**src/sv/sfr_pkg.sv**
```systemverilog
// Shared types and constants for the stuffed frame receiver.
`default_nettype none
package sfr_pkg;

    localparam int MAX_BODY_BYTES = 1024;
    localparam int BODY_CNT_W     = $clog2(MAX_BODY_BYTES + 1);
    localparam int BYTE_W         = 8;
    localparam int LEN_W          = 11;
    localparam int CFG_IDX_W      = 3;

    typedef enum logic [2:0] {
        PH_HUNT     = 3'd0,
        PH_FLAG     = 3'd1,
        PH_ADDR     = 3'd2,
        PH_CTRL_NEW = 3'd3,
        PH_CTRL_DUP = 3'd4,
        PH_BODY     = 3'd5,
        PH_DUP_BODY = 3'd6
    } phase_t;

    typedef enum logic [1:0] {
        ST_GOOD  = 2'd0,
        ST_DUP   = 2'd1,
        ST_CHECK = 2'd2,
        ST_OVER  = 2'd3
    } status_t;

    typedef enum logic [CFG_IDX_W-1:0] {
        CFG_FLAG     = 3'd0,
        CFG_ESCAPE   = 3'd1,
        CFG_ADDRESS  = 3'd2,
        CFG_CTRL_ZER = 3'd3,
        CFG_CTRL_ONE = 3'd4
    } cfg_idx_t;

    localparam logic KIND_PAYLOAD = 1'b0;
    localparam logic KIND_STATUS  = 1'b1;

    typedef struct packed {
        logic [BYTE_W-1:0] flag_byte;
        logic [BYTE_W-1:0] escape_byte;
        logic [BYTE_W-1:0] address_byte;
        logic [BYTE_W-1:0] control_seq_zero;
        logic [BYTE_W-1:0] control_seq_one;
    } cfg_t;

    typedef struct packed {
        logic              kind;
        logic [BYTE_W-1:0] payload;
        status_t           status;
        logic [LEN_W-1:0]  length;
    } result_t;

endpackage
`default_nettype wire

```
**src/sv/sfr_cfg_regs.sv**
```systemverilog
// Configuration register file of the stuffed frame receiver.
`default_nettype none
module sfr_cfg_regs
    import sfr_pkg::*;
(
    input  wire logic                 clk,
    input  wire logic                 rst_n,
    input  wire logic                 cfg_we,
    input  wire logic [CFG_IDX_W-1:0] cfg_index,
    input  wire logic [BYTE_W-1:0]    cfg_data,
    output cfg_t                      cfg
);

    cfg_t cfg_reg;
    cfg_t cfg_next;

    always_comb
    begin
        cfg_next = cfg_reg;
        if (cfg_we)
        begin
            case (cfg_index)
                CFG_FLAG:     cfg_next.flag_byte        = cfg_data;
                CFG_ESCAPE:   cfg_next.escape_byte      = cfg_data;
                CFG_ADDRESS:  cfg_next.address_byte     = cfg_data;
                CFG_CTRL_ZER: cfg_next.control_seq_zero = cfg_data;
                CFG_CTRL_ONE: cfg_next.control_seq_one  = cfg_data;
                default:      cfg_next = cfg_reg;
            endcase
        end
    end

    always_ff @(posedge clk or negedge rst_n)
    begin
        if (!rst_n)
        begin
            cfg_reg.flag_byte        <= 8'd126;
            cfg_reg.escape_byte      <= 8'd125;
            cfg_reg.address_byte     <= 8'd3;
            cfg_reg.control_seq_zero <= 8'd0;
            cfg_reg.control_seq_one  <= 8'd64;
        end
        else
        begin
            cfg_reg <= cfg_next;
        end
    end

    assign cfg = cfg_reg;

endmodule
`default_nettype wire

```
**src/sv/sfr_in_stage.sv**
```systemverilog
// Input register stage: holds one line byte until the core consumes it.
`default_nettype none
module sfr_in_stage
    import sfr_pkg::*;
(
    input  wire logic              clk,
    input  wire logic              rst_n,
    input  wire logic              in_valid,
    output logic                   in_ready,
    input  wire logic [BYTE_W-1:0] line_byte,
    input  wire logic              advance,
    output logic                   fire,
    output logic [BYTE_W-1:0]      byte_out
);

    logic              valid_reg;
    logic              valid_next;
    logic [BYTE_W-1:0] byte_reg;

    assign fire     = valid_reg && advance;
    assign in_ready = !valid_reg || advance;
    assign byte_out = byte_reg;

    always_comb
    begin
        if (in_valid && in_ready)
            valid_next = 1'b1;
        else if (advance)
            valid_next = 1'b0;
        else
            valid_next = valid_reg;
    end

    always_ff @(posedge clk or negedge rst_n)
    begin
        if (!rst_n)
            valid_reg <= 1'b0;
        else
            valid_reg <= valid_next;
    end

    always_ff @(posedge clk)
    begin
        if (in_valid && in_ready)
            byte_reg <= line_byte;
    end

endmodule
`default_nettype wire

```
**src/sv/sfr_core.sv**
```systemverilog
// Deframing state machine: header check, destuffing, check byte and status.
`default_nettype none
module sfr_core
    import sfr_pkg::*;
(
    input  wire logic              clk,
    input  wire logic              rst_n,
    input  wire cfg_t              cfg,
    input  wire logic              fire,
    input  wire logic [BYTE_W-1:0] line_b,
    output logic                   res_valid,
    output result_t                res
);

    phase_t                phase_reg, phase_next;
    logic                  esc_reg, esc_next;
    logic                  seq_reg, seq_next;
    logic [BYTE_W-1:0]     held_reg, held_next;
    logic                  held_valid_reg, held_valid_next;
    logic [BYTE_W-1:0]     xor_reg, xor_next;
    logic [BODY_CNT_W-1:0] count_reg, count_next;

    logic [BYTE_W-1:0]     c_new;
    logic [BYTE_W-1:0]     c_old;
    logic                  is_flag;
    logic                  is_esc;
    logic [BODY_CNT_W-1:0] count_m1;

    assign c_new    = seq_reg ? cfg.control_seq_one  : cfg.control_seq_zero;
    assign c_old    = seq_reg ? cfg.control_seq_zero : cfg.control_seq_one;
    assign is_flag  = (line_b == cfg.flag_byte);
    assign is_esc   = (line_b == cfg.escape_byte);
    assign count_m1 = count_reg - 1'b1;

    always_comb
    begin
        phase_next      = phase_reg;
        esc_next        = esc_reg;
        seq_next        = seq_reg;
        held_next       = held_reg;
        held_valid_next = held_valid_reg;
        xor_next        = xor_reg;
        count_next      = count_reg;
        res_valid       = 1'b0;
        res.kind        = KIND_STATUS;
        res.payload     = '0;
        res.status      = ST_GOOD;
        res.length      = '0;

        if (fire)
        begin
            case (phase_reg)
                PH_FLAG:
                begin
                    if (is_flag)
                        phase_next = PH_FLAG;
                    else if (line_b == cfg.address_byte)
                        phase_next = PH_ADDR;
                    else
                        phase_next = PH_HUNT;
                end
                PH_ADDR:
                begin
                    if (is_flag)
                        phase_next = PH_FLAG;
                    else if (line_b == c_new)
                        phase_next = PH_CTRL_NEW;
                    else if (line_b == c_old)
                        phase_next = PH_CTRL_DUP;
                    else
                        phase_next = PH_HUNT;
                end
                PH_CTRL_NEW, PH_CTRL_DUP:
                begin
                    if (is_flag)
                        phase_next = PH_FLAG;
                    else if (line_b == (cfg.address_byte ^
                             ((phase_reg == PH_CTRL_NEW) ? c_new : c_old)))
                    begin
                        phase_next      = (phase_reg == PH_CTRL_NEW) ? PH_BODY : PH_DUP_BODY;
                        esc_next        = 1'b0;
                        held_next       = '0;
                        held_valid_next = 1'b0;
                        xor_next        = '0;
                        count_next      = '0;
                    end
                    else
                        phase_next = PH_HUNT;
                end
                PH_DUP_BODY:
                begin
                    if (!esc_reg && is_flag)
                    begin
                        phase_next      = PH_HUNT;
                        esc_next        = 1'b0;
                        held_next       = '0;
                        held_valid_next = 1'b0;
                        xor_next        = '0;
                        count_next      = '0;
                        res_valid       = 1'b1;
                        res.status      = ST_DUP;
                    end
                    else
                        esc_next = !esc_reg && is_esc;
                end
                PH_BODY:
                begin
                    if (!esc_reg && is_flag)
                    begin
                        res_valid = 1'b1;
                        if (count_reg == '0)
                            res.status = ST_CHECK;
                        else
                        begin
                            res.length = LEN_W'(count_m1);
                            if (xor_reg == '0)
                            begin
                                res.status = ST_GOOD;
                                seq_next   = !seq_reg;
                            end
                            else
                                res.status = ST_CHECK;
                        end
                        phase_next      = PH_HUNT;
                        esc_next        = 1'b0;
                        held_next       = '0;
                        held_valid_next = 1'b0;
                        xor_next        = '0;
                        count_next      = '0;
                    end
                    else if (!esc_reg && is_esc)
                        esc_next = 1'b1;
                    else if (count_reg >= BODY_CNT_W'(MAX_BODY_BYTES))
                    begin
                        // body full: count has reached MAX_BODY_BYTES here
                        res_valid       = 1'b1;
                        res.status      = ST_OVER;
                        res.length      = LEN_W'(count_m1);
                        phase_next      = PH_HUNT;
                        esc_next        = 1'b0;
                        held_next       = '0;
                        held_valid_next = 1'b0;
                        xor_next        = '0;
                        count_next      = '0;
                    end
                    else
                    begin
                        // one byte delay keeps the check byte from leaving
                        esc_next = 1'b0;
                        if (held_valid_reg)
                        begin
                            res_valid   = 1'b1;
                            res.kind    = KIND_PAYLOAD;
                            res.payload = held_reg;
                        end
                        held_next       = line_b;
                        held_valid_next = 1'b1;
                        xor_next        = xor_reg ^ line_b;
                        count_next      = count_reg + 1'b1;
                    end
                end
                default:
                    phase_next = is_flag ? PH_FLAG : PH_HUNT;
            endcase
        end
    end

    always_ff @(posedge clk or negedge rst_n)
    begin
        if (!rst_n)
        begin
            phase_reg      <= PH_HUNT;
            esc_reg        <= 1'b0;
            seq_reg        <= 1'b0;
            held_reg       <= '0;
            held_valid_reg <= 1'b0;
            xor_reg        <= '0;
            count_reg      <= '0;
        end
        else
        begin
            phase_reg      <= phase_next;
            esc_reg        <= esc_next;
            seq_reg        <= seq_next;
            held_reg       <= held_next;
            held_valid_reg <= held_valid_next;
            xor_reg        <= xor_next;
            count_reg      <= count_next;
        end
    end

`ifndef SYNTHESIS
    a_res_needs_fire: assert property (@(posedge clk) disable iff (!rst_n)
        res_valid |-> fire)
        else $error("result produced without a consumed byte");

    a_status_ends_frame: assert property (@(posedge clk) disable iff (!rst_n)
        (res_valid && res.kind == KIND_STATUS)
            |=> (phase_reg == PH_HUNT && count_reg == '0 && !held_valid_reg))
        else $error("frame state not cleared after status");

    a_count_bound: assert property (@(posedge clk) disable iff (!rst_n)
        count_reg <= BODY_CNT_W'(MAX_BODY_BYTES))
        else $error("body count beyond limit");

    a_payload_from_body: assert property (@(posedge clk) disable iff (!rst_n)
        (res_valid && res.kind == KIND_PAYLOAD) |-> (phase_reg == PH_BODY && held_valid_reg))
        else $error("payload byte outside a new-frame body");
`endif

endmodule
`default_nettype wire

```
**src/sv/sfr_out_stage.sv**
```systemverilog
// Output register: holds one result until the consumer takes it.
`default_nettype none
module sfr_out_stage
    import sfr_pkg::*;
(
    input  wire logic    clk,
    input  wire logic    rst_n,
    input  wire logic    fire,
    input  wire logic    res_valid,
    input  wire result_t res,
    output logic         advance,
    output logic         out_valid,
    input  wire logic    out_ready,
    output result_t      out_res
);

    logic    valid_reg;
    logic    valid_next;
    result_t res_reg;

    assign advance   = !valid_reg || out_ready;
    assign out_valid = valid_reg;
    assign out_res   = res_reg;

    always_comb
    begin
        if (advance)
            valid_next = fire && res_valid;
        else
            valid_next = valid_reg;
    end

    always_ff @(posedge clk or negedge rst_n)
    begin
        if (!rst_n)
            valid_reg <= 1'b0;
        else
            valid_reg <= valid_next;
    end

    always_ff @(posedge clk)
    begin
        if (advance && fire && res_valid)
            res_reg <= res;
    end

endmodule
`default_nettype wire

```
**src/sv/stuffed_frame_receiver_top.sv**
```systemverilog
// Top level of the stuffed frame receiver (byte-stuffed framed link deframer).
`default_nettype none
// Takes one received line byte per transaction and accepts a new one every clock
// cycle while results drain. The byte waits in the input register; once the
// output register can take a result, the state update loads any result into it
// and out_valid rises. A result held with out_ready low stalls the input
// register and drops in_ready. The block hunts for the flag byte, checks
// address, control byte (expected or previous sequence bit) and header check,
// then destuffs the body. Payload bytes leave one byte late so the trailing XOR
// check byte is never emitted. A closing flag or a body overflow yields one
// status transaction: good (toggles the expected sequence bit), duplicate, check
// error (also for an empty body) or overflow. Payload bytes before any status
// other than good must be discarded by the user. The user must write registers
// through cfg_we/cfg_index/cfg_data only while the block is idle (not enforced);
// indexes 0..4 are flag, escape, address, control for seq 0, control for seq 1.
module stuffed_frame_receiver_top
    import sfr_pkg::*;
(
    input  wire logic                 clk,
    input  wire logic                 rst_n,
    input  wire logic                 cfg_we,
    input  wire logic [CFG_IDX_W-1:0] cfg_index,
    input  wire logic [BYTE_W-1:0]    cfg_data,
    input  wire logic                 in_valid,
    output logic                      in_ready,
    input  wire logic [BYTE_W-1:0]    line_byte,
    output logic                      out_valid,
    input  wire logic                 out_ready,
    output logic                      item_kind,
    output logic [BYTE_W-1:0]         payload_byte,
    output logic [1:0]                frame_status,
    output logic [LEN_W-1:0]          payload_length
);

    cfg_t              cfg;
    logic              advance;
    logic              fire;
    logic [BYTE_W-1:0] cur_byte;
    logic              res_valid;
    result_t           res;
    result_t           out_res;

    // configuration registers
    sfr_cfg_regs u_cfg (
        .clk       (clk),
        .rst_n     (rst_n),
        .cfg_we    (cfg_we),
        .cfg_index (cfg_index),
        .cfg_data  (cfg_data),
        .cfg       (cfg)
    );

    // input register; drains whenever the output register can take a result
    sfr_in_stage u_in (
        .clk       (clk),
        .rst_n     (rst_n),
        .in_valid  (in_valid),
        .in_ready  (in_ready),
        .line_byte (line_byte),
        .advance   (advance),
        .fire      (fire),
        .byte_out  (cur_byte)
    );

    // one state update per consumed byte
    sfr_core u_core (
        .clk       (clk),
        .rst_n     (rst_n),
        .cfg       (cfg),
        .fire      (fire),
        .line_b    (cur_byte),
        .res_valid (res_valid),
        .res       (res)
    );

    // result register toward the consumer
    sfr_out_stage u_out (
        .clk       (clk),
        .rst_n     (rst_n),
        .fire      (fire),
        .res_valid (res_valid),
        .res       (res),
        .advance   (advance),
        .out_valid (out_valid),
        .out_ready (out_ready),
        .out_res   (out_res)
    );

    assign item_kind      = out_res.kind;
    assign payload_byte   = out_res.payload;
    assign frame_status   = out_res.status;
    assign payload_length = out_res.length;

endmodule
`default_nettype wire
```
**config.mk**
```make
export PLATFORM = sky130hd
export DESIGN_NAME = stuffed_frame_receiver_top
export DESIGN_NICKNAME = d
export VERILOG_FILES = /design/src/sv/sfr_pkg.sv /design/src/sv/sfr_cfg_regs.sv /design/src/sv/sfr_in_stage.sv /design/src/sv/sfr_core.sv /design/src/sv/sfr_out_stage.sv /design/src/sv/stuffed_frame_receiver_top.sv
export SDC_FILE = /design/constraint.sdc
export NUM_CORES = 1
export LEC_CHECK = 0
export BUFFER_PORTS_ARGS = -buffer_cell sky130_fd_sc_hd__buf_4
export CORE_MARGIN = 2
export CORE_UTILIZATION = 33
export DETAILED_ROUTE_END_ITERATION = 10
export PLACE_DENSITY_LB_ADDON = 0.15
export SYNTH_ARGS = -nofsm -noshare
export SYNTH_HDL_FRONTEND = slang
export SYNTH_SLANG_ARGS = --single-unit
```
**constraint.sdc**
```tcl
create_clock -name clk -period 4.63 [get_ports clk]
set_clock_uncertainty 0.1 [all_clocks]
set_input_delay 1.389 -clock clk [delete_from_list [all_inputs] [get_ports clk]]
set_output_delay 1.389 -clock clk [all_outputs]
set_load 0.005 [all_outputs]
```
; Yosys cells after proc, flatten, opt, wreduce, memory -nomap -nowiden
; Index checks and enable logic that the tools add are counted.
[totals]
output_inout_bits = 24
ff_bits = 105
[op_classes]
bitwise = 6
order_cmp = 1
add_sub_neg = 2
n_eq_ne = 21
mux = 64
reduce_logical = 31
[op_table]
columns = operator, n
row1 = two-way mux 8 bit, 12
row2 = two-way mux 11 bit, 7
row3 = == test 8 bit, 6
row4 = one-hot mux 8 bit (3 select lines), 2
row5 = two-way mux 13 bit, 3
row6 = one-hot mux 11 bit (3 select lines), 1
row7 = two-way mux 3 bit, 10
row8 = two-way mux 1 bit, 19
row9 = bitwise XOR 8 bit, 2
row10 = one-hot mux 3 bit (5 select lines), 1
row11 = "== test 3 x 2 -> 1 bit, second input constant", 4
row12 = "== test 3 bit, second input constant", 4
row13 = AND reduction 2 bit, 6
row14 = "adder 11 x 1 -> 11 bit, second input constant", 1
row15 = ">= comparator 11 bit, second input constant", 1
row16 = logical NOT 11 bit, 1
row17 = "subtractor 11 x 1 -> 11 bit, second input constant", 1
row18 = two-way mux 9 bit, 1
row19 = logical NOT 8 bit, 1
row20 = two-way mux 2 bit, 4
row21 = AND reduction 4 bit, 2
row22 = logical AND 1 bit, 7
row23 = "== test 3 x 1 -> 1 bit, second input constant", 2
row24 = one-hot mux 1 bit (3 select lines), 2
row25 = other kinds (17), 25

; Longest topological paths before layout
; Gate-level depths: netlist of run 1.
[logic_depth]
word_depth = 7
ltp_mapped = 11
ltp_nobuf = 8

; Hierarchy
; A second synthesis of run 1 with hierarchy kept.
[unflattened]
hier_cells = 554
area_unflattened_um2 = 5681.7
[modules_own_cells]
columns = module, seq_area_each_um2, n_inst, cells_per_inst, area_each_um2
row1 = sfr_core, 825.8, 1, 426, 3113.0
row2 = sfr_cfg_regs, 1019.7, 1, 88, 1547.7
row3 = sfr_out_stage, 685.7, 1, 27, 720.7
row4 = sfr_in_stage, 265.3, 1, 13, 300.3

; Worst setup path before layout of run 1
; Ideal clock, no wire load.
[synth_path]
kind = in2reg
from = input out_ready
to = register u_out.res_reg, in the netlist u_out.out_res[0], enable pin
slack_ns = 0.723
t_required_ns = 4.092
n_path_buf = 0
arrival_time_ns = 3.369
path_stages = 4
setup_ns = 0.438
path_cell_list = inv_1 nand2_1 nand3_1 a211oi_1
[synth_between]
elab_chain_len = 4
[synth_rtl]
columns = item, line_no
row1 = from (decl), stuffed_frame_receiver_top.sv:28  ; input wire logic out_ready,
row2 = logical OR 1 bit (*), sfr_out_stage.sv:21  ; assign advance = !valid_reg || out_ready;
row3 = logical AND 1 bit, sfr_in_stage.sv:20  ; assign fire = valid_reg && advance;
row4 = two-way mux 1 bit or logical AND 1 bit (tied branches), "sfr_core.sv:50, sfr_out_stage.sv:43"
row5 = logical AND 1 bit (*), sfr_out_stage.sv:43  ; if (advance && fire && res_valid)
row6 = to (signal assigned), sfr_out_stage.sv:44  ; res_reg <= res;
row7 = to (decl), sfr_out_stage.sv:19  ; result_t res_reg;
; Mark *: on every way between the ends. The rest lies on a longest branch, timed or not.
; A chain may end at the register's enable or synchronous reset.

; Worst setup path after layout of run 1
[layout_path]
from = register u_core.seq_reg
to = register u_core.count_reg[10]
[layout_between]
elab_chain_len = 6
[layout_rtl]
columns = item, line_no
row1 = from (decl), sfr_core.sv:17  ; logic seq_reg, seq_next;
row2 = from (signal assigned), sfr_core.sv:184  ; seq_reg <= seq_next;
row3 = "two-way mux 8 bit, on equally long branches", "sfr_core.sv:30, sfr_core.sv:29"
row4 = two-way mux 8 bit (*), sfr_core.sv:78  ; ((phase_reg == PH_CTRL_NEW) ? c_new : c_old)))
row5 = bitwise XOR 8 bit (*), sfr_core.sv:77  ; else if (line_b == (cfg.address_byte ^
row6 = == test 8 bit (*), sfr_core.sv:77
row7 = != test 2 x 1 -> 1 bit (no line) (*), n/a
row8 = AND reduction 6 bit (no line) (*), n/a
row9 = to (signal assigned), sfr_core.sv:188  ; count_reg <= count_next;
row10 = to (decl), sfr_core.sv:21  ; logic [BODY_CNT_W-1:0] count_reg, count_next;
; Marked as above.

==> flow_metrics.py, run 1 <==
metrics = {
    "outcome": {
        "status": "finished clean",
    },
    "synthesis": {
        "yosys-mux-area-fraction_pct": 8.38,
        "synth_common_cells": "60 x dfrtp_1, 49 x nor2_1, 40 x mux2_2",
        "synth_fa_ha_area_share_pct": 0.434,
        "synth_top_area_share_pct": 26.1,
        "yosysSeqAreaShare_pct": 48.5,
        "synth_top_cell_by_area": "dfrtp_1",
        "synth_edf_count": 30,
        "synth_compound_area_share_pct": 11.0,
        "synth_most_common_cell": "dfrtp_1",
        "synth_seq_cells": 105,
        "yosysWarnings": 0,
        "ys.flop_type": "dfrtp_1",
        "syn_nets": 584,
        "synth.area.top_cells": "dfrtp_1 26%, edfxtp_1 16%, mux2_2 7.8%",
        "netlist_area_mm2": 0.00576,
        "synth_xor_area_share_pct": 7.45,
        "async_flop_share_pct": 71.4,
        "synth_top_family_by_area": "simple AND/OR/NAND/NOR gates",
        "postSynthCellCount": 558,
        "avgSynthCellArea_um2": 10.3,
        "synth_simple_gate_area_share_pct": 18.9,
        "netlist-cell-type-count": 61,
    },
    "global_routing": {
        "grt_pass1_vias": 4134,
        "grt_pass1_wl_um": 22800,
        "antenna_found_initial": 0,
        "gr-total-overflow": 0,
        "grt_max_degree": 76,
        "grt_use_total_pct": 16.1,
    },
    "placed_design": {
        "dpl.hpwl_um": 9980,
        "io_buffer_count": 47,
        "place_inst": 811,
        "gp_congestion": 0.856,
        "dpl_worst_slack_ns": 0.810,
        "place_area_mm2": 0.00631,
    },
    "critical_path": {
        "setup.worst_path.end_class": "register",
        "r2r_slack_ns": 0.78,
        "worst_ep_arrival_time_ns": 3.99,
        "worstSetupPathType": "reg -> reg",
        "worstPathRequired_ns": 4.77,
        "startpoint_type": "register",
        "cp_max_fo": 33,
    },
    "layout": {
        "antenna_cells": 0,
        "post-route-util_pct": 38.5,
        "final_cell_area_mm2": 0.00661,
        "nets": 623,
        "layout-drive-gt1-share_pct": 24.6,
        "syn_to_final_growth_pct": 14.7,
        "finalNonFillerCells": 827,
        "fill_cells": 1735,
        "largest_reg_flops": 40,
    },
    "power_and_ir_drop": {
        "vdd_ir_drop_max_v": 0.000193,
        "p_per_area_mw_per_mm2": 430,
        "clkPwrFrac_pct": 27.5,
        "p_switching_mw": 0.909,
        "total_power_mw": 2.84,
        "switching_share_pct": 32.0,
        "internal_power_mw": 1.93,
        "combPwrFrac_pct": 24.9,
        "leakage_nw": 2.57,
        "p_seq_share_pct": 47.6,
    },
    "floorplanning": {
        "chipWidth_um": 136,
        "die_h_um": 136,
        "io_pins": 48,
        "die_area_mm2": 0.0185,
        "core-area_mm2": 0.0172,
        "num_rows": 48,
        "floorplan.initialDensity_pct": 33.5,
    },
    "sta": {
        "max_freq_mhz": 260,
        "fin_tns_setup_ns": 0,
        "finalCritPeriodShare_pct": 83.1,
        "finalMaxSlewViolations": 0,
        "worstMarginPinSlew_ns": 1.02,
        "relSlewSlack_pct": 31.7,
        "holdWs_ns": 0.425,
        "setup_ws_ns": 0.785,
        "fin_crit_ns": 3.85,
        "rsz0062_at_grt": "no",
        "setup_viol": 0,
        "hold_viol_final": 0,
    },
    "clock_network": {
        "hold_buffers": 0,
        "clkTransAtPathRegs_ns": 0.08,
        "tritoncts": "done",
        "cts_buffers": 9,
        "root_buffer": "clkbuf_16",
        "cts_setup_buffers": 0,
        "htree_num_levels": 3,
        "clockBufferDepth": 2,
        "cts_resized": 0,
        "clkSinkCount": 105,
        "clk-insertion-delay-late_ns": 0.35,
    },
    "detailed_routing": {
        "viasPerCell": 5.13,
        "drtIter0Drc": 324,
        "ant_nets": 0,
        "vias": 4246,
        "wirelength_um": 14100,
        "drt-pass1-iter-count": 5,
        "drc": 0,
        "wire_per_inst_um": 17.0,
    },
    "job": {
        "drv_cap": 0,
    },
    "min_path": {
        "hp-class": "reg -> reg",
    },
}
power by group through the flow:
stage | Clock [mW] | Sequential, mW | Combinational [mW]
finish | 0.780 | 1.35 | 0.708
global route | 0.848 | 1.38 | 0.798
CTS | 0.809 | 1.35 | 0.713
global placement | 0 | 1.36 | 0.696
detailed placement | 0 | 1.37 | 0.708
floorplan | 0 | 1.31 | 0.561
final timing paths:
kind | startpoint | endpoint | cells after the start
max in group asynchronous | rst_n | u_core.seq_reg$_DFFE_PN0P_ | 1
min in group asynchronous | rst_n | u_cfg.cfg[8]$_DFFE_PN0P_ | 1
hold reg to reg | u_core.held_reg[7]$_DFFE_PN0P_ | u_core.held_reg[7]$_DFFE_PN0P_ | 2
setup reg to reg | u_core.seq_reg$_DFFE_PN0P_ | u_core.count_reg[10]$_DFFE_PN0P_ | 8
hold / removal | u_core.held_reg[7]$_DFFE_PN0P_ | u_core.held_reg[7]$_DFFE_PN0P_ | 2
setup / recovery | u_core.seq_reg$_DFFE_PN0P_ | u_core.count_reg[10]$_DFFE_PN0P_ | 8
area by class of cell:
type                       instances  area, µm²  area share, %
sequential                       105       2800           42.3
multi-input combinational        391       2680           40.6
timing repair buffer              58        435           6.59
tap                              225        282           4.26
clock buffer                      11        233           3.52
inverter                          32        120           1.82
clock inverter                     5       61.3          0.928
metal layers:
layer / wire [µm] / track usage (%) / part of all wire (%)
met4: 184 / 5.38 / 1.3
met5: 0 / 0 / 0
met1: 6900 / 22.8 / 49
met3: 410 / 2.72 / 2.9
met2: 6570 / 25.2 / 47
cell usage in the layout (no fill, tap or decap), drive strengths merged, types with 2 or more instances in the layout:
| cell type | instances |
|---|---|
| dfrtp | 60 |
| buf | 58 |
| nor2 | 49 |
| mux2 | 42 |
| o21ai | 39 |
| xnor2 | 33 |
| inv | 33 |
| edfxtp | 30 |
| nand2 | 27 |
| nand3 | 24 |
| nand4 | 21 |
| a21oi | 19 |
| and2 | 17 |
| xor2 | 16 |
| dfstp | 15 |
| a211oi | 13 |
| nand2b | 12 |
| nor2b | 12 |
| or3 | 11 |
| clkbuf | 11 |
| nor3 | 10 |
| o21a | 7 |
| nor4 | 6 |
| and3 | 3 |
| a31oi | 3 |
| a221oi | 3 |
| nand3b | 3 |
| clkinv | 2 |
| ha | 2 |
critical path, stage by stage (launching register included):
cell and delay, ns:
dfrtp_1 0.90, nor2b_1 0.14, o21a_1 0.23, o21ai_0 0.19
nand4_1 0.14, or4_4 0.57, a211o_1 0.61, a21oi_4 0.49
mux2_1 0.36
logic make-up after synthesis:
| logic type | count (synthesis) |
|---|---|
| and+or+nand+nor | 203 |
| DFF | 105 |
| AOI/OAI and AO/OA | 94 |
| buffers and inverters | 62 |
| xor gates and xnor gates | 49 |
| muxes | 43 |
| adders and majority gates | 2 |
(Power assumes the default switching activity.)
==> inputs of run 2 (changes only) <==
- clock period: 4.63 -> 3.9 ns (I/O delays scaled with it)
==> flow_metrics.py, run 2 (synthesized netlist as in run 1, its figures left out) <==
metrics = {
    "min_path": {
        "hold_depth": 1,
        "hp-class": "reg -> reg",
    },
    "layout": {
        "largest_reg_flops": 40,
        "multi_input_area_mm2": 0.00268,
        "layout-drive-gt1-share_pct": 24.6,
        "nets": 623,
        "final_cell_area_mm2": 0.00659,
        "fill_cells": 1734,
        "seq_area_mm2": 0.00280,
        "syn_to_final_growth_pct": 14.3,
        "final_cell_mix": "60 x dfrtp_1, 58 x buf_4, 49 x nor2_1, 40 x mux2_2, 33 x xnor2_1",
        "layout_commonest_cell": "dfrtp_1",
        "antenna_cells": 0,
    },
    "sta": {
        "rsz0062_at_grt": "no",
        "hold_viol_final": 0,
        "relSlewSlack_pct": 33.8,
        "worstMarginPinSlew_ns": 0.993,
        "finalMaxSlewViolations": 0,
        "finalCritPeriodShare_pct": 89.0,
        "holdWs_ns": 0.420,
        "fin_crit_ns": 3.47,
        "setup_viol": 0,
        "max_freq_mhz": 288,
        "fin_tns_setup_ns": 0,
    },
    "detailed_routing": {
        "viasPerCell": 5.04,
        "ant_nets": 0,
        "vias": 4166,
        "dr_wl_met2_um": 6320,
        "drc": 0,
        "wl_met1_um": 6480,
        "wl_met3_um": 486,
        "drtIter0Drc": 263,
        "drt-pass1-iter-count": 4,
        "top_layer": "met4",
        "wire_per_inst_um": 16.3,
        "wirelength_um": 13500,
    },
    "power_and_ir_drop": {
        "vdd_ir_drop_max_v": 0.000249,
        "leakage_nw": 2.56,
        "p_per_area_mw_per_mm2": 501,
    },
    "clock_network": {
        "cts_buffers": 9,
        "clkSinkCount": 105,
        "clk-insertion-delay-late_ns": 0.36,
        "tritoncts": "done",
        "htree_num_levels": 3,
        "hold_buffers": 0,
        "root_buffer": "clkbuf_16",
        "clkTransAtPathRegs_ns": 0.07,
        "clockBufferDepth": 2,
        "cts_setup_buffers": 0,
        "cts_resized": 0,
    },
    "critical_path": {
        "worst_ep_arrival_time_ns": 3.61,
        "cp_max_fo": 33,
        "startpoint_type": "register",
        "ff2ff_path_depth": 8,
        "worstSetupPathType": "reg -> reg",
        "worstPathRequired_ns": 4.04,
        "setup.worst_path.end_class": "register",
    },
    "floorplanning": {
        "die_h_um": 136,
        "io_pins": 48,
        "die_area_mm2": 0.0185,
        "core-area_mm2": 0.0172,
        "floorplan.initialDensity_pct": 33.5,
        "chipWidth_um": 136,
        "num_rows": 48,
    },
    "placed_design": {
        "gp_congestion": 0.835,
        "place_area_mm2": 0.00631,
        "io_buffer_count": 47,
        "dpl.hpwl_um": 9850,
    },
    "global_routing": {
        "grt_max_degree": 76,
        "grt_pass1_wl_um": 21800,
        "antenna_found_initial": 0,
        "grt_pass1_vias": 4138,
        "grt_use_total_pct": 15.5,
        "gr-total-overflow": 0,
    },
    "job": {
        "drv_cap": 0,
    },
    "outcome": {
        "status": "finished clean",
    },
}
[run 2: cell count changes in the layout (fill, tap and decap cells not counted), sizes merged]
cell	before	now
clkinvlp	1	0
clkinv	2	4
bufinv	1	0
[run 2: stage by stage]
stage	total power [mW]	utilization, %	setup WS [ns]	std cells
after floorplan	2.22	-	0.212	558
after global placement	2.44	36.8	0.530	811
after detailed placement	2.46	36.8	0.453	811
after CTS	3.34	38.3	0.415	827
after global routing	3.52	38.3	0.220	827
final	3.30	38.3	0.430	827
[run 2: area by class of cell]
cell class / instances / area share, %
Sequential cell: 105 / 42.5
Multi-Input combinational cell: 391 / 40.7
Timing Repair Buffer: 58 / 6.61
Tap cell: 225 / 4.27
Clock buffer: 11 / 3.53
Inverter: 32 / 1.82
Clock inverter: 5 / 0.608
[run 2: where the power goes]
| part | internal [mW] | switching, mW | total, mW | leakage (nW) |
|---|---|---|---|---|
| combinational | 0.384 | 0.443 | 0.827 | 1.29 |
| clock | 0.441 | 0.422 | 0.863 | 0.135 |
| sequential | 1.40 | 0.205 | 1.61 | 1.14 |
[run 2: path summary, 6_finish.rpt]
| check | slack [ns] | end | from |
|---|---|---|---|
| max | 0.43 | u_core.count_reg[10]$_DFFE_PN0P_ | u_core.seq_reg$_DFFE_PN0P_ |
| min | 0.42 | u_cfg.cfg[5]$_DFFE_PN0P_ | u_cfg.cfg[5]$_DFFE_PN0P_ |
| max reg2reg | 0.43 | u_core.count_reg[10]$_DFFE_PN0P_ | u_core.seq_reg$_DFFE_PN0P_ |
| min reg2reg | 0.42 | u_cfg.cfg[5]$_DFFE_PN0P_ | u_cfg.cfg[5]$_DFFE_PN0P_ |
| max in group asynchronous | 2.19 | u_cfg.cfg[9]$_DFFE_PN0P_ | rst_n |
| min in group asynchronous | 0.86 | u_cfg.cfg[8]$_DFFE_PN0P_ | rst_n |
[run 2: metal layers]
metal,vias to the layer above,GRT usage [%]
met5,-,0
met4,0,5.61
met3,15,3.13
met2,90,24.4
met1,2023,21.3
li1,2038,-
[run 2: worst max-delay path: stages (launching register included)]
cell and delay [ns]:
dfrtp_1 0.90, and2b_1 0.28, o21a_1 0.19, o21ai_1 0.14, nand4_1 0.10, or4_4 0.53, a211o_1 0.49, a21oi_4 0.29
mux2_1 0.34
==> inputs of run 3 (changes only) <==
- CELL_PAD_IN_SITES_DETAIL_PLACEMENT: default -> 1
- CELL_PAD_IN_SITES_GLOBAL_PLACEMENT: default -> 2
- RECOVER_POWER: default -> 25
==> flow_metrics.py, run 3 (synthesized netlist as in run 1, its figures left out) <==
metrics = {
    "critical_path": {
        "worstSetupPathType": "reg -> reg",
        "cp_slowest_cell": "dfrtp_1",
        "setup.worst_path.end_class": "register",
        "path_delay_family": "compound AO/OA/AOI/OAI gates",
        "critPathMaxStageDelay_ns": 0.96,
        "startpoint_type": "register",
        "path_cells": "and2b_1, o21a_1, o21ai_1, nand4_1, or4_4, a211o_1, a21oi_4, mux2_1",
        "worstPathRequired_ns": 4.04,
        "cp_max_fo": 33,
        "worst_ep_arrival_time_ns": 3.63,
        "cp.buffers_inverters": 0,
    },
    "sta": {
        "hold_viol_final": 0,
        "fin_tns_setup_ns": 0,
        "worstMarginPinSlew_ns": 2.00,
        "finalCritPeriodShare_pct": 89.5,
        "fin_crit_ns": 3.49,
        "max_freq_mhz": 287,
        "relSlewSlack_pct": -33.1,
        "holdWs_ns": 0.428,
        "setup_ws_ns": 0.410,
        "finalMaxSlewViolations": 76,
        "rsz0062_at_grt": "no",
        "setup_viol": 0,
    },
    "outcome": {
        "status": "complete, but fails checks",
        "violations": "max-capacitance violations, max-slew violations",
    },
    "clock_network": {
        "htree_num_levels": 3,
        "root_buffer": "clkbuf_16",
        "cts_buffers": 9,
        "tritoncts": "done",
        "cts_setup_buffers": 0,
        "clk-insertion-delay-late_ns": 0.36,
        "cts_resized": 0,
        "hold_buffers": 0,
        "clockBufferDepth": 2,
        "clkSinkCount": 105,
        "clkTransAtPathRegs_ns": 0.08,
    },
    "detailed_routing": {
        "ant_nets": 0,
        "wire_per_inst_um": 18.6,
        "wirelength_um": 15400,
        "viasPerCell": 5.09,
        "vias": 4233,
        "drt-pass1-iter-count": 4,
        "drc": 0,
        "drtIter0Drc": 177,
    },
    "placed_design": {
        "dpl.hpwl_um": 11500,
        "dpl_worst_slack_ns": 0.386,
        "io_buffer_count": 47,
        "gp_congestion": 0.793,
    },
    "floorplanning": {
        "die_h_um": 136,
        "io_pins": 48,
        "die_area_mm2": 0.0185,
        "chipWidth_um": 136,
        "floorplan.initialDensity_pct": 33.5,
        "core-area_mm2": 0.0172,
        "num_rows": 48,
    },
    "layout": {
        "layout_commonest_cell": "dfrtp_1",
        "antenna_cells": 0,
        "nets": 628,
        "fill_cells": 1971,
        "syn_to_final_growth_pct": 15.3,
        "seq_area_mm2": 0.00280,
        "largest_reg_flops": 40,
        "final_cell_mix": "60 x dfrtp_1, 53 x buf_4, 49 x nor2_1, 40 x mux2_2, 33 x xnor2_1",
        "multi_input_area_mm2": 0.00268,
        "layout-drive-gt1-share_pct": 25.5,
    },
    "global_routing": {
        "grt_pass1_wl_um": 25200,
        "grt_pass1_vias": 4441,
        "gr-total-overflow": 0,
        "grt_use_total_pct": 18.0,
        "antenna_found_initial": 0,
        "grt_max_degree": 76,
    },
    "power_and_ir_drop": {
        "leakage_nw": 2.59,
        "total_power_mw": 3.38,
        "p_per_area_mw_per_mm2": 509,
        "vdd_ir_drop_max_v": 0.000233,
    },
    "job": {
        "drv_cap": 1,
    },
    "min_path": {
        "hp-class": "reg -> reg",
    },
}
==> run 3: layout make-up <==
class                      instances  area share (%)
timing repair buffer              63            7.08
inverter                          32            1.81
clock buffer                      11            3.65
clock inverter                     5           0.754
multi-input combinational        391            40.4
tap                              225            4.24
sequential                       105            42.1
==> run 3: final timing paths <==
path                            slack, ns                                to                            from  cells after the start
worst max-delay path                 0.41  u_core.count_reg[10]$_DFFE_PN0P_      u_core.seq_reg$_DFFE_PN0P_                      8
worst min-delay path                 0.43    u_core.held_reg[0]$_DFFE_PN0P_  u_core.held_reg[0]$_DFFE_PN0P_                      2
worst max register to register       0.41  u_core.count_reg[10]$_DFFE_PN0P_      u_core.seq_reg$_DFFE_PN0P_                      8
worst min register to register       0.43    u_core.held_reg[0]$_DFFE_PN0P_  u_core.held_reg[0]$_DFFE_PN0P_                      2
max in group asynchronous            1.23          u_cfg.cfg[4]$_DFFE_PN0P_                           rst_n                      1
min in group asynchronous            1.25   u_core.phase_reg[0]$_DFFE_PN0P_                           rst_n                      1
==> run 3: metal layers <==
layer / routed length, µm / track usage, % / share of wire [%]
met3: 374 / 3.32 / 2.4
met5: 0 / 0 / 0
met1: 7540 / 24.8 / 49
met2: 7390 / 29.5 / 48
met4: 141 / 3.65 / 0.91
==> run 3: where the power goes <==
group	total, mW	internal, mW	switching, mW
Combinational	0.858	0.387	0.470
Clock	0.901	0.464	0.437
Sequential	1.62	1.40	0.217
Total	3.38	2.25	1.12
==> run 3: worst min-delay path, stage by stage, from the launching register on <==
cell     delay (ns)
dfrtp_1        0.32
inv_1          0.05
o21ai_1        0.12
==> run 3: per-stage QoR <==
| stage | utilization, % | cells | cell area [µm²] |
|---|---|---|---|
| CTS | 38.7 | 832 | 6640 |
| global route | 38.7 | 832 | 6640 |
| global placement | 37.0 | 816 | 6350 |
| finish | 38.7 | 832 | 6640 |
| detailed placement | 37.0 | 816 | 6350 |
| floorplan | - | 558 | 5760 |
